### config.mk
export PLATFORM = sky130hd
export DESIGN_NAME = time_of_day_accumulator
export DESIGN_NICKNAME = d
export VERILOG_FILES = /design/src/design/toda_pkg.sv /design/src/design/time_of_day_accumulator.sv
export SDC_FILE = /design/constraint.sdc
export NUM_CORES = 1
export LEC_CHECK = 0
export BUFFER_PORTS_ARGS = -buffer_cell sky130_fd_sc_hd__buf_2
export CAP_MARGIN = 10
export CORE_MARGIN = 1.5
export CORE_UTILIZATION = 50
export CTS_CLUSTER_SIZE = 30
export DETAILED_ROUTE_END_ITERATION = 8
export PLACE_DENSITY = 0.74
export SLEW_MARGIN = 20
export SYNTH_ARGS = -nofsm -noshare
export SYNTH_HDL_FRONTEND = slang
export SYNTH_SLANG_ARGS = --single-unit
export TNS_END_PERCENT = 100
### constraint.sdc
create_clock -name i_clk -period 17.9 [get_ports i_clk]
set_clock_uncertainty 0.1 [all_clocks]
set_input_delay 1.79 -clock i_clk [delete_from_list [all_inputs] [get_ports i_clk]]
set_output_delay 1.79 -clock i_clk [all_outputs]
set_load 0.02 [all_outputs]
### src/design/toda_pkg.sv
package toda_pkg;

    // Operation codes carried in tuser
    typedef enum logic [3:0] {
        OP_ADD_S   = 4'd0,
        OP_ADD_M   = 4'd1,
        OP_ADD_H   = 4'd2,
        OP_SUB_S   = 4'd3,
        OP_SUB_M   = 4'd4,
        OP_SUB_H   = 4'd5,
        OP_SET_H   = 4'd6,
        OP_SET_M   = 4'd7,
        OP_SET_S   = 4'd8,
        OP_CLEAR   = 4'd9,
        OP_COMPARE = 4'd10
    } t_op;

    localparam int SECS_PER_MIN  = 60;
    localparam int HOURS_PER_DAY = 24;
    localparam int HOUR_MAX      = 23;
    localparam int MINUTE_MAX    = 59;
    localparam int DAY_BITS      = 16;

    // floor(2^32 / d): the quotient estimate is low by at most one
    localparam logic [31:0] RECIP_60 = 32'd71582788;
    localparam logic [31:0] RECIP_24 = 32'd178956970;

    // Digit levels of the span split: seconds, minutes, hours
    localparam logic [1:0] LVL_SEC  = 2'd0;
    localparam logic [1:0] LVL_MIN  = 2'd1;
    localparam logic [1:0] LVL_HOUR = 2'd2;

    // Per-transaction control and digits that travel down the pipeline
    typedef struct packed {
        t_op             op;
        logic            set_ok;
        logic [5:0]      set_val;
        logic [4:0]      cmp_h;
        logic [5:0]      cmp_m;
        logic [5:0]      cmp_s;
        logic [1:0]      start_lvl;
        logic [2:0][5:0] dig;
    } t_info;

endpackage

### src/design/time_of_day_accumulator.sv
// Channel   Dir  Fields (tdata/tuser from bit 0 up)
// -------   ---  -----------------------------------------------------------
// s (in)    in   tuser: op | tdata: amount, cmp_hour, cmp_minute, cmp_second
// m (out)   out  tdata: hour_now, minute_now, second_now, day_carry,
//                       is_before, is_equal, is_after
//
// One transaction per cycle sustained while i_m_tready does not stall the output.
// Six stages after the input register split the span into whole days and
// h:m:s digits (a reciprocal multiply and a correction for each of the radices
// 60, 60 and 24); the last stage applies the digits to the stored time in a
// combinational step, which is the loop that fixes the rate.
// Reset (i_rst_n low, synchronous) clears the time to 00:00:00 and empties
// the pipeline.
// Each stage advances into a free slot on its own, so the input keeps taking
// transactions while a result waits on o_m_tvalid until the pipeline is full.
module time_of_day_accumulator
    import toda_pkg::*;
#(
    parameter int AMOUNT_BITS = 20
) (
    input  logic                                        i_clk,
    input  logic                                        i_rst_n,
    input  logic                                        i_s_tvalid,
    output logic                                        o_s_tready,
    // amount, cmp_hour[4:0], cmp_minute[5:0], cmp_second[5:0], zero pad
    input  logic [((AMOUNT_BITS + 17 + 7) / 8) * 8 - 1:0] i_s_tdata,
    // op[3:0]
    input  logic [3:0]                                  i_s_tuser,
    output logic                                        o_m_tvalid,
    input  logic                                        i_m_tready,
    // hour_now[4:0], minute_now[5:0], second_now[5:0], day_carry[15:0],
    // is_before, is_equal, is_after, zero pad
    output logic [39:0]                                 o_m_tdata
);

    localparam int NSTG = 8;
    localparam int OUT_STG = NSTG - 1;

    // Stage valids and handshake chain
    logic       r_v    [0:NSTG-1];
    logic       w_rdy  [0:NSTG-1];
    logic       w_vin  [0:NSTG-1];
    logic       w_ld   [0:NSTG-1];

    // Stage payloads
    t_info                  r_inf [0:NSTG-2];
    logic [AMOUNT_BITS-1:0] r_x   [0:3];   // value entering each level
    logic [AMOUNT_BITS-1:0] r_q   [0:2];   // quotient estimate per level
    logic [AMOUNT_BITS-1:0] r_xh  [0:2];   // value held beside the estimate

    // Stored time of day
    logic [4:0] r_hours;
    logic [5:0] r_minutes;
    logic [5:0] r_seconds;
    logic [4:0] n_hours;
    logic [5:0] n_minutes;
    logic [5:0] n_seconds;

    // Result register
    logic [4:0]          r_hr_out;
    logic [5:0]          r_min_out;
    logic [5:0]          r_sec_out;
    logic [DAY_BITS-1:0] r_day_out;
    logic                r_before;
    logic                r_equal;
    logic                r_after;
    logic [DAY_BITS-1:0] n_day;
    logic                n_before;
    logic                n_equal;
    logic                n_after;

    // Input decode
    t_op                    w_op;
    logic [AMOUNT_BITS-1:0] w_amount;
    t_info                  w_inf_in;

    assign w_op     = t_op'(i_s_tuser);
    assign w_amount = i_s_tdata[AMOUNT_BITS-1:0];

    always_comb begin
        w_inf_in         = '0;
        w_inf_in.op      = w_op;
        w_inf_in.set_val = 6'(w_amount);
        w_inf_in.cmp_h   = i_s_tdata[AMOUNT_BITS +: 5];
        w_inf_in.cmp_m   = i_s_tdata[AMOUNT_BITS + 5 +: 6];
        w_inf_in.cmp_s   = i_s_tdata[AMOUNT_BITS + 11 +: 6];
        // Pick the level the span enters at; its lower digits are zero
        case (w_op) inside
            OP_ADD_S, OP_SUB_S: w_inf_in.start_lvl = LVL_SEC;
            OP_ADD_M, OP_SUB_M: w_inf_in.start_lvl = LVL_MIN;
            default:            w_inf_in.start_lvl = LVL_HOUR;
        endcase
        case (w_op) inside
            OP_SET_H:         w_inf_in.set_ok = (w_amount <= AMOUNT_BITS'(HOUR_MAX));
            OP_SET_M, OP_SET_S:
                              w_inf_in.set_ok = (w_amount <= AMOUNT_BITS'(MINUTE_MAX));
            default:          w_inf_in.set_ok = 1'b0;
        endcase
    end

    // Handshake chain: a stage loads when it is empty or its content moves on
    always_comb begin
        w_rdy[OUT_STG] = !r_v[OUT_STG] || i_m_tready;
        for (int k = OUT_STG - 1; k >= 0; k--) begin
            w_rdy[k] = !r_v[k] || w_rdy[k + 1];
        end
        w_vin[0] = i_s_tvalid;
        for (int k = 1; k < NSTG; k++) begin
            w_vin[k] = r_v[k - 1];
        end
        for (int k = 0; k < NSTG; k++) begin
            w_ld[k] = w_rdy[k] && w_vin[k];
        end
    end

    assign o_s_tready = w_rdy[0];
    assign o_m_tvalid = r_v[OUT_STG];

    always_ff @(posedge i_clk) begin
        for (int k = 0; k < NSTG; k++) begin
            if (!i_rst_n) begin
                r_v[k] <= 1'b0;
            end else if (w_rdy[k]) begin
                r_v[k] <= w_vin[k];
            end
        end
    end

    // Capture the transaction
    always_ff @(posedge i_clk) begin
        if (w_ld[0]) begin
            r_inf[0] <= w_inf_in;
            r_x[0]   <= w_amount;
        end
    end

    // Three levels of divide by a constant: 60, 60, 24.
    // Odd stage: multiply by the reciprocal. Even stage: form the remainder,
    // correct the estimate once, and drop the remainder into its digit.
    for (genvar l = 0; l < 3; l++) begin : g_lvl
        localparam logic [6:0]  DIV   = (l == 2) ? 7'(HOURS_PER_DAY) : 7'(SECS_PER_MIN);
        localparam logic [31:0] RECIP = (l == 2) ? RECIP_24 : RECIP_60;

        logic [AMOUNT_BITS+31:0] w_prod;
        logic [6:0]              w_rem;
        logic                    w_fix;
        logic                    w_act;
        t_info                   w_inf_nxt;

        assign w_prod = {32'b0, r_x[l]} * {{AMOUNT_BITS{1'b0}}, RECIP};

        always_ff @(posedge i_clk) begin
            if (w_ld[2 * l + 1]) begin
                r_q[l]           <= w_prod[AMOUNT_BITS+31:32];
                r_xh[l]          <= r_x[l];
                r_inf[2 * l + 1] <= r_inf[2 * l];
            end
        end

        // Estimate is low by at most one, so the remainder stays below 2*DIV
        assign w_rem = 7'(r_xh[l] - r_q[l] * AMOUNT_BITS'(DIV));
        assign w_fix = (w_rem >= DIV);
        assign w_act = (2'(l) >= r_inf[2 * l + 1].start_lvl);

        always_comb begin
            w_inf_nxt = r_inf[2 * l + 1];
            if (!w_act) begin
                w_inf_nxt.dig[l] = '0;
            end else if (w_fix) begin
                w_inf_nxt.dig[l] = 6'(w_rem - DIV);
            end else begin
                w_inf_nxt.dig[l] = 6'(w_rem);
            end
        end

        always_ff @(posedge i_clk) begin
            if (w_ld[2 * l + 2]) begin
                if (!w_act) begin
                    r_x[l + 1] <= r_xh[l];
                end else begin
                    r_x[l + 1] <= r_q[l] + AMOUNT_BITS'(w_fix);
                end
                r_inf[2 * l + 2] <= w_inf_nxt;
            end
        end
    end

    // Final stage: apply the digits to the stored time
    t_info               w_fin;
    logic [DAY_BITS-1:0] w_days;
    logic [5:0]          w_ds;
    logic [5:0]          w_dm;
    logic [4:0]          w_dh;
    logic [6:0]          w_s_sum;
    logic [6:0]          w_m_sum;
    logic [5:0]          w_h_sum;
    logic                w_c_s;
    logic                w_c_m;
    logic                w_c_h;
    logic                w_b_s;
    logic                w_b_m;
    logic                w_b_h;
    logic [6:0]          w_m_need;
    logic [5:0]          w_h_need;

    assign w_fin  = r_inf[OUT_STG - 1];
    assign w_days = DAY_BITS'(r_x[3]);
    assign w_ds   = w_fin.dig[0];
    assign w_dm   = w_fin.dig[1];
    assign w_dh   = 5'(w_fin.dig[2]);

    always_comb begin
        // Add with carry: seconds, then minutes, then hours into days
        w_s_sum  = 7'(r_seconds) + 7'(w_ds);
        w_c_s    = (w_s_sum >= 7'(SECS_PER_MIN));
        w_m_sum  = 7'(r_minutes) + 7'(w_dm) + 7'(w_c_s);
        w_c_m    = (w_m_sum >= 7'(SECS_PER_MIN));
        w_h_sum  = 6'(r_hours) + 6'(w_dh) + 6'(w_c_m);
        w_c_h    = (w_h_sum >= 6'(HOURS_PER_DAY));
        // Subtract with borrow, same order
        w_b_s    = (r_seconds < w_ds);
        w_m_need = 7'(w_dm) + 7'(w_b_s);
        w_b_m    = (7'(r_minutes) < w_m_need);
        w_h_need = 6'(w_dh) + 6'(w_b_m);
        w_b_h    = (6'(r_hours) < w_h_need);

        n_hours   = r_hours;
        n_minutes = r_minutes;
        n_seconds = r_seconds;
        n_day     = '0;
        n_before  = 1'b0;
        n_equal   = 1'b0;
        n_after   = 1'b0;

        case (w_fin.op) inside
            OP_ADD_S, OP_ADD_M, OP_ADD_H: begin
                n_seconds = w_c_s ? 6'(w_s_sum - 7'(SECS_PER_MIN)) : 6'(w_s_sum);
                n_minutes = w_c_m ? 6'(w_m_sum - 7'(SECS_PER_MIN)) : 6'(w_m_sum);
                n_hours   = w_c_h ? 5'(w_h_sum - 6'(HOURS_PER_DAY)) : 5'(w_h_sum);
                n_day     = w_days + DAY_BITS'(w_c_h);
            end
            OP_SUB_S, OP_SUB_M, OP_SUB_H: begin
                n_seconds = 6'(7'(r_seconds) + (w_b_s ? 7'(SECS_PER_MIN) : 7'd0)
                               - 7'(w_ds));
                n_minutes = 6'(7'(r_minutes) + (w_b_m ? 7'(SECS_PER_MIN) : 7'd0)
                               - w_m_need);
                n_hours   = 5'(6'(r_hours) + (w_b_h ? 6'(HOURS_PER_DAY) : 6'd0)
                               - w_h_need);
                n_day     = w_days + DAY_BITS'(w_b_h);
            end
            OP_SET_H: begin
                if (w_fin.set_ok) begin
                    n_hours = 5'(w_fin.set_val);
                end
            end
            OP_SET_M: begin
                if (w_fin.set_ok) begin
                    n_minutes = w_fin.set_val;
                end
            end
            OP_SET_S: begin
                if (w_fin.set_ok) begin
                    n_seconds = w_fin.set_val;
                end
            end
            OP_CLEAR: begin
                n_hours   = '0;
                n_minutes = '0;
                n_seconds = '0;
            end
            OP_COMPARE: begin
                // Hour decides first, then minute, then second
                if (r_hours != w_fin.cmp_h) begin
                    n_before = (r_hours < w_fin.cmp_h);
                end else if (r_minutes != w_fin.cmp_m) begin
                    n_before = (r_minutes < w_fin.cmp_m);
                end else if (r_seconds != w_fin.cmp_s) begin
                    n_before = (r_seconds < w_fin.cmp_s);
                end else begin
                    n_equal = 1'b1;
                end
                n_after = !n_before && !n_equal;
            end
            default: begin
                // unused codes leave the time alone
            end
        endcase
    end

    // Stored time advances exactly when a transaction enters the result register
    always_ff @(posedge i_clk) begin
        if (!i_rst_n) begin
            r_hours   <= '0;
            r_minutes <= '0;
            r_seconds <= '0;
        end else if (w_ld[OUT_STG]) begin
            r_hours   <= n_hours;
            r_minutes <= n_minutes;
            r_seconds <= n_seconds;
        end
    end

    always_ff @(posedge i_clk) begin
        if (w_ld[OUT_STG]) begin
            r_hr_out  <= n_hours;
            r_min_out <= n_minutes;
            r_sec_out <= n_seconds;
            r_day_out <= n_day;
            r_before  <= n_before;
            r_equal   <= n_equal;
            r_after   <= n_after;
        end
    end

    assign o_m_tdata = {4'b0, r_after, r_equal, r_before, r_day_out,
                        r_sec_out, r_min_out, r_hr_out};

    // Stored time never leaves its range
    a_time_range: assert property (@(posedge i_clk) disable iff (!i_rst_n)
        (r_hours <= 5'(HOUR_MAX)) && (r_minutes <= 6'(MINUTE_MAX))
        && (r_seconds <= 6'(MINUTE_MAX)))
        else $error("stored time out of range");

    // A stalled result freezes the stored time
    a_stall_holds_time: assert property (@(posedge i_clk) disable iff (!i_rst_n)
        (o_m_tvalid && !i_m_tready) |=> $stable({r_hours, r_minutes, r_seconds}))
        else $error("time changed while result stalled");

    // Reciprocal correction leaves every digit in range
    a_digit_range: assert property (@(posedge i_clk) disable iff (!i_rst_n)
        r_v[OUT_STG - 1] |-> (w_ds <= 6'(MINUTE_MAX)) && (w_dm <= 6'(MINUTE_MAX))
        && (w_dh <= 5'(HOUR_MAX)))
        else $error("span digit out of range");

    // At most one compare flag in a result
    a_flags_onehot: assert property (@(posedge i_clk) disable iff (!i_rst_n)
        o_m_tvalid |-> $onehot0({r_before, r_equal, r_after}))
        else $error("compare flags not exclusive");

endmodule
==> flow_summary.toml, run 1 <==
[critical_path]
cp_slowest_stage_delay_ns = 0.76
cp_slowest_cell = "o21ai_0"
end_kind = "flip-flop"
cp.required_ns = 18.25
rrSetupSlack_ns = 9.35
crit_top_cell = "ha_1"
ff2ff_path_depth = 35
critPathLaunchType = "flip-flop"
r2r-end = "r_day_out[12]"
critical_path_class = "reg -> reg"
crit_arrival_ns = 8.90
r2r_start = "r_inf[6][1]"
cp_max_fo = 5

[floorplanning]
dieArea_um2 = 67210
initial_core_util_pct = 50.75
fp-row-count = 93
design.core.area_um2 = 64700
chipWidth_um = 259.3
pin_count = 90
die_y_um = 259.3

[routing]
wl_mm = 63.34
drtIter0Drc = 1065
via_count = 20180
wl_per_cell_um = 17.09
viasPerCell = 5.443
ant_nets = 0
drc_errors = 0
first_pass_iters = 7

[timing]
relSlewSlack_pct = 24.90
holdWs_ns = 0.2989
final-setup-viol-count = 0
fmax_mhz = 116.9
fin_crit_ns = 8.554
setup_tns_ns = 0
slew_violations = 0
worst_slew_pin_slew_ns = 1.126
rsz0062_at_grt = "no"
period_share_pct = 47.79
timing_hold_violations_final = 0

[power_and_ir_drop]
power_frac_seq_pct = 33.8
power.internal_mw = 2.640
p_clk_share_pct = 27.2
p_comb_share_pct = 39.0
power.density_nw_per_um2 = 111.3
p_switching_mw = 1.366
power_leakage_nw = 16.30
vdd_drop_max_uv = 159.4
swShare_pct = 34.10

[synth]
synth_edf_count = 467
synth_area_um2 = 32830
synth_top_area_share_pct = 42.71
ys_seq_area_share_pct = 43.99
yosysTopAreaCell = "edfxtp_1"
syn_area_per_cell_um2 = 12.11
yosys_warnings = 0
synth_flop_cell = "edfxtp_1"
synthArstFlopShare_pct = 0
ys_seq_elements = 488
synth_cell_types = 78
syn_inst = 2712
yosys-top-cells-area = "edfxtp_1 (43%), ha_1 (19%), fa_1 (12%)"

[placed_design]
place_area_um2 = 34260
dp.final_hpwl_mm = 49.81
port_buffers = 82
gp_congestion = 0.9183

[clock_network]
clk_root_buffer_cell = "clkbuf_16"
htree_levels = 2
cts_buffers = 48
clkLatencyLatePin_ns = 0.61
cts_hold_buf = 0
cts_num_sinks = 488
clkTransAtPathRegs_ns = 0.06
cts_buffer_depth = 3
cts_resized = 0
post-cts-setup-buffer-count = 0
cts_tree = "built"

[global_route]
grt_pass1_vias = 21090
grt_antenna_before_repair = 0
grt_start_max_net_pins = 64
grt_pass1_wl_mm = 103.8
grt_overflow_total = 0
grtUsageTotal_pct = 19.10

[worst_hold_path]
hold_path.class = "reg -> reg"
min-delay-start = "r_inf[5][38]"
hold_path_end = "r_inf[6][38]"
worstHoldPathCells = 0

[job]
cap_violations = 0

[finish]
fin_area_um2 = 36010
diodes = 0
area_growth_syn_to_layout_pct = 9.679
finalNetCount = 3547
drive_above_1_share_pct = 7.048

[status]
outcome = "finished clean"
-- critical path, delay by kind of cell (launching register included) --
family | cells | cell delay [ns]
DFF | 1 | 0.41
buffers and inverters | 4 | 0.30
and+or+nand+nor | 5 | 0.91
AOI/OAI and AO/OA | 16 | 3.91
adders and majority gates | 9 | 2.48
xor gates and xnor gates | 1 | 0.30
-- how the worst max path moves through the flow --
stage	to	cells after the start	start
2_1_floorplan	r_x[3][0]	5	i_m_tready
3_3_place_gp	r_day_out[12]	35	r_inf[6][1]
3_5_place_dp	r_day_out[14]	35	r_inf[6][1]
4_1_cts	r_day_out[14]	35	r_inf[6][1]
5_1_grt	r_day_out[12]	35	r_inf[6][1]
6_report	r_day_out[12]	35	r_inf[6][1]
-- power groups by stage --
| stage | combinational (mW) | clock, mW | sequential, mW |
|---|---|---|---|
| floorplan | 1.19 | 0 | 1.36 |
| global placement | 1.46 | 0 | 1.38 |
| detailed placement | 1.53 | 0 | 1.38 |
| CTS | 1.56 | 1.11 | 1.36 |
| global route | 1.78 | 1.15 | 1.36 |
| finish | 1.56 | 1.09 | 1.36 |
-- cell type report --
type,instances,area (um^2)
tap,855,1070
clock buffer,57,1276
clock inverter,32,446.7
inverter,390,1464
sequential,488,14440
timing repair buffer,95,528.0
multi-input combinational,1790,16780
fill,5246,28690
-- logic make-up after synthesis --
family / share of synthesized area (%)
AOI/OAI and AO/OA: 8.574
DFF: 43.99
xor gates and xnor gates: 3.734
other: 0.01142
buffers and inverters: 5.083
adders and majority gates: 30.51
and+or+nand+nor: 7.381
muxes: 0.7164
-- flip-flops by register name (all words and copies together), names as in the netlist, 5 cells and up --
| name | flops |
|---|---|
| r_day_out | 16 |
| r_hours | 5 |
| r_hr_out | 5 |
| r_inf | 249 |
| r_min_out | 6 |
| r_minutes | 6 |
| r_q | 46 |
| r_sec_out | 6 |
| r_seconds | 6 |
| r_v | 8 |
| r_x | 76 |
| r_xh | 56 |
-- layer usage --
layer	global-route usage (%)	share of wire, %	up-vias
li1	-	-	9793
met1	24.62	43	9805
met2	33.50	50	463
met3	2.558	4.3	118
met4	5.733	2.7	0
met5	0	0	-
-- metrics by stage --
step	setup WS (ns)	total power, mW	instances	utilization (%)
after floorplan	10.13	2.556	2715	-
after global placement	9.523	2.833	3617	52.96
after detailed placement	9.477	2.908	3617	52.96
after CTS	9.429	4.024	3706	55.62
after global routing	8.843	4.287	3707	55.66
final	9.346	4.007	3707	55.66
-- layout by cell type, fill, tap and decap left out, types with 49 or more instances in the layout --
master and count:
fa_1 191, xor2_1 67, xnor2_1 73, nor2_1 124
nand2_1 132, ha_1 495, buf_2 82, inv_1 388
a21o_1 49, edfxtp_1 467, nand3_1 50, o21ai_0 99
clkbuf_16 49, a21oi_1 127
-- cell usage after synthesis, types with 6 or more instances --
master / instances
clkbuf_1: 36
a21o_1: 49
buf_4: 7
xnor2_1: 73
and3_1: 25
mux2i_1: 19
o21a_1: 20
a211oi_1: 21
a21boi_0: 9
nor2_1: 124
a31oi_1: 21
nor2b_1: 23
nand4_1: 35
o21ai_1: 14
or3_1: 7
a221oi_1: 10
o22ai_1: 8
or2_2: 6
edfxtp_1: 467
nor3b_1: 6
nand3_1: 50
nand2_1: 132
o21ai_0: 99
inv_1: 390
nor4_1: 9
nor3_1: 26
fa_1: 191
dfxtp_1: 21
o211ai_1: 7
a21oi_1: 127
ha_1: 495
o21bai_1: 11
nand2b_1: 13
xor2_1: 67
and2_1: 19
Note: power is estimated with default switching activity, not from simulation.
==> inputs of run 2 (changes only) <==
PLACE_DENSITY = 0.77   (was 0.74)
clock period = 7 ns   (was 17.9 ns; I/O delays follow)
==> flow_summary.toml, run 2 (same netlist as run 1, synthesis figures left out) <==
[status]
outcome = "finished clean"

[placed_design]
gp_congestion = 0.9233
place_area_um2 = 34390
port_buffers = 82
dp.final_hpwl_mm = 49.91

[floorplanning]
die_y_um = 259.3
fp-row-count = 93
chipWidth_um = 259.3
pin_count = 90
design.core.area_um2 = 64700
initial_core_util_pct = 50.75
dieArea_um2 = 67210

[timing]
slew_violations = 0
fin_crit_ns = 6.693
final-setup-viol-count = 0
timing_hold_violations_final = 0
setup_tns_ns = 0
relSlewSlack_pct = 25.57
period_share_pct = 95.62
worst_slew_pin_slew_ns = 1.116
fmax_mhz = 149.4

[global_route]
grt_start_max_net_pins = 75
gr-usage-met3_pct = 2.705
grt_antenna_before_repair = 0
met1_usage_pct = 25.20
grt_pass1_wl_mm = 105.7
grt_busiest_layer = "met2"
grtUsageTotal_pct = 19.35
grt_pass1_vias = 21260
grt_overflow_total = 0
met2_usage_pct = 33.47

[finish]
finalNetCount = 3571
reg_top3 = "r_inf (249), r_x (76), r_xh (56)"
mostFrequentLayoutCells = "ha_1 (491), edfxtp_1 (467), inv_1 (388)"
regMostFlops = "r_inf"
drive_above_1_share_pct = 9.110
diodes = 0
largest_register_ffs = 249
fin_area_um2 = 36220
final_common_cell = "ha_1"
final_util_pct = 55.98
area_growth_syn_to_layout_pct = 10.30

[critical_path]
r2r_start = "r_inf[6][0]"
critical_path_class = "reg -> reg"
ff2ff_path_depth = 35
cp.required_ns = 7.32
crit_top_cell = "nand2_1"
rrSetupSlack_ns = 0.31
end_kind = "flip-flop"
cp_slowest_stage_delay_ns = 0.42
cp_slowest_cell = "edfxtp_1"
cp_max_fo = 4
critPathLaunchType = "flip-flop"
crit_arrival_ns = 7.01
r2r-end = "r_day_out[15]"

[clock_network]
cts_hold_buf = 0
cts_tree = "built"
clk_root_buffer_cell = "clkbuf_16"
cts_buffers = 49
clkTransAtPathRegs_ns = 0.06
cts_num_sinks = 488
clkLatencyLatePin_ns = 0.58
htree_levels = 2
cts_buffer_depth = 3

[routing]
wl_per_cell_um = 17.07
drtIter0Drc = 1381
viasPerCell = 5.482
ant_nets = 0
wl_mm = 63.70
drc_errors = 0
via_count = 20450
first_pass_iters = 5

[worst_hold_path]
worstHoldPathCells = 1
min-delay-start = "i_s_tdata[20]"
hold_path.class = "in -> reg"
hold_path_end = "r_inf[0][32]"

[power_and_ir_drop]
total_power_mw = 10.08
vdd_drop_max_uv = 363.2
power_leakage_nw = 16.39
power.density_nw_per_um2 = 278.3

[job]
cap_violations = 0
run 2: cell type report:
class,count,area [um^2]
clock inverter,26,182.7
inverter,390,1464
clock buffer,64,1418
sequential,488,14450
fill,5187,28480
tap,855,1070
multi-input combinational,1790,16960
timing repair buffer,118,680.7
run 2: how the worst max path moves through the flow:
stage,startpoint,end
floorplan,r_inf[6][1],r_hours[4]
detailed placement,r_inf[6][1],r_day_out[14]
global placement,r_inf[6][1],r_day_out[12]
global route,r_inf[6][1],r_day_out[15]
CTS,r_inf[6][0],r_day_out[15]
finish,r_inf[6][0],r_day_out[15]
run 2: per-layer routing:
metal | wire length [um] | share of wire, %
met1 | 27710 | 44
met2 | 31560 | 50
met3 | 2593 | 4.1
met4 | 1834 | 2.9
met5 | 0 | 0
run 2: repair_timing:
item,in CTS,in global routing
endpoints found under the hold margin,0,0
setup buffers,1,6
resized for setup,5,43
setup endpoints to repair,5,26
pin swaps,1,10
run 2: power by group:
group	internal, mW	total [mW]	switching [mW]
clock network	1.47	2.56	1.09
logic	1.72	4.06	2.34
registers	3.37	3.47	0.0944
total	6.56	10.1	3.52
run 2: per-stage QoR:
step,worst slack (ns),hold WS (ns),std cells
2_1_floorplan,0.06700,0.3003,2715
3_3_place_gp,0.1515,0.3023,3634
3_5_place_dp,-0.06060,0.3045,3634
4_1_cts,0.007090,0.1548,3725
5_1_grt,-0.08182,0.1621,3731
6_report,0.3067,0.1917,3731
run 2: critical path, delay by kind of cell (launching register included):
kind | cells | cell delay (ns)
xor+xnor | 2 | 0.27
compound gates | 12 | 1.85
flops | 1 | 0.42
fa+ha+maj | 7 | 2.22
simple gates | 14 | 1.67
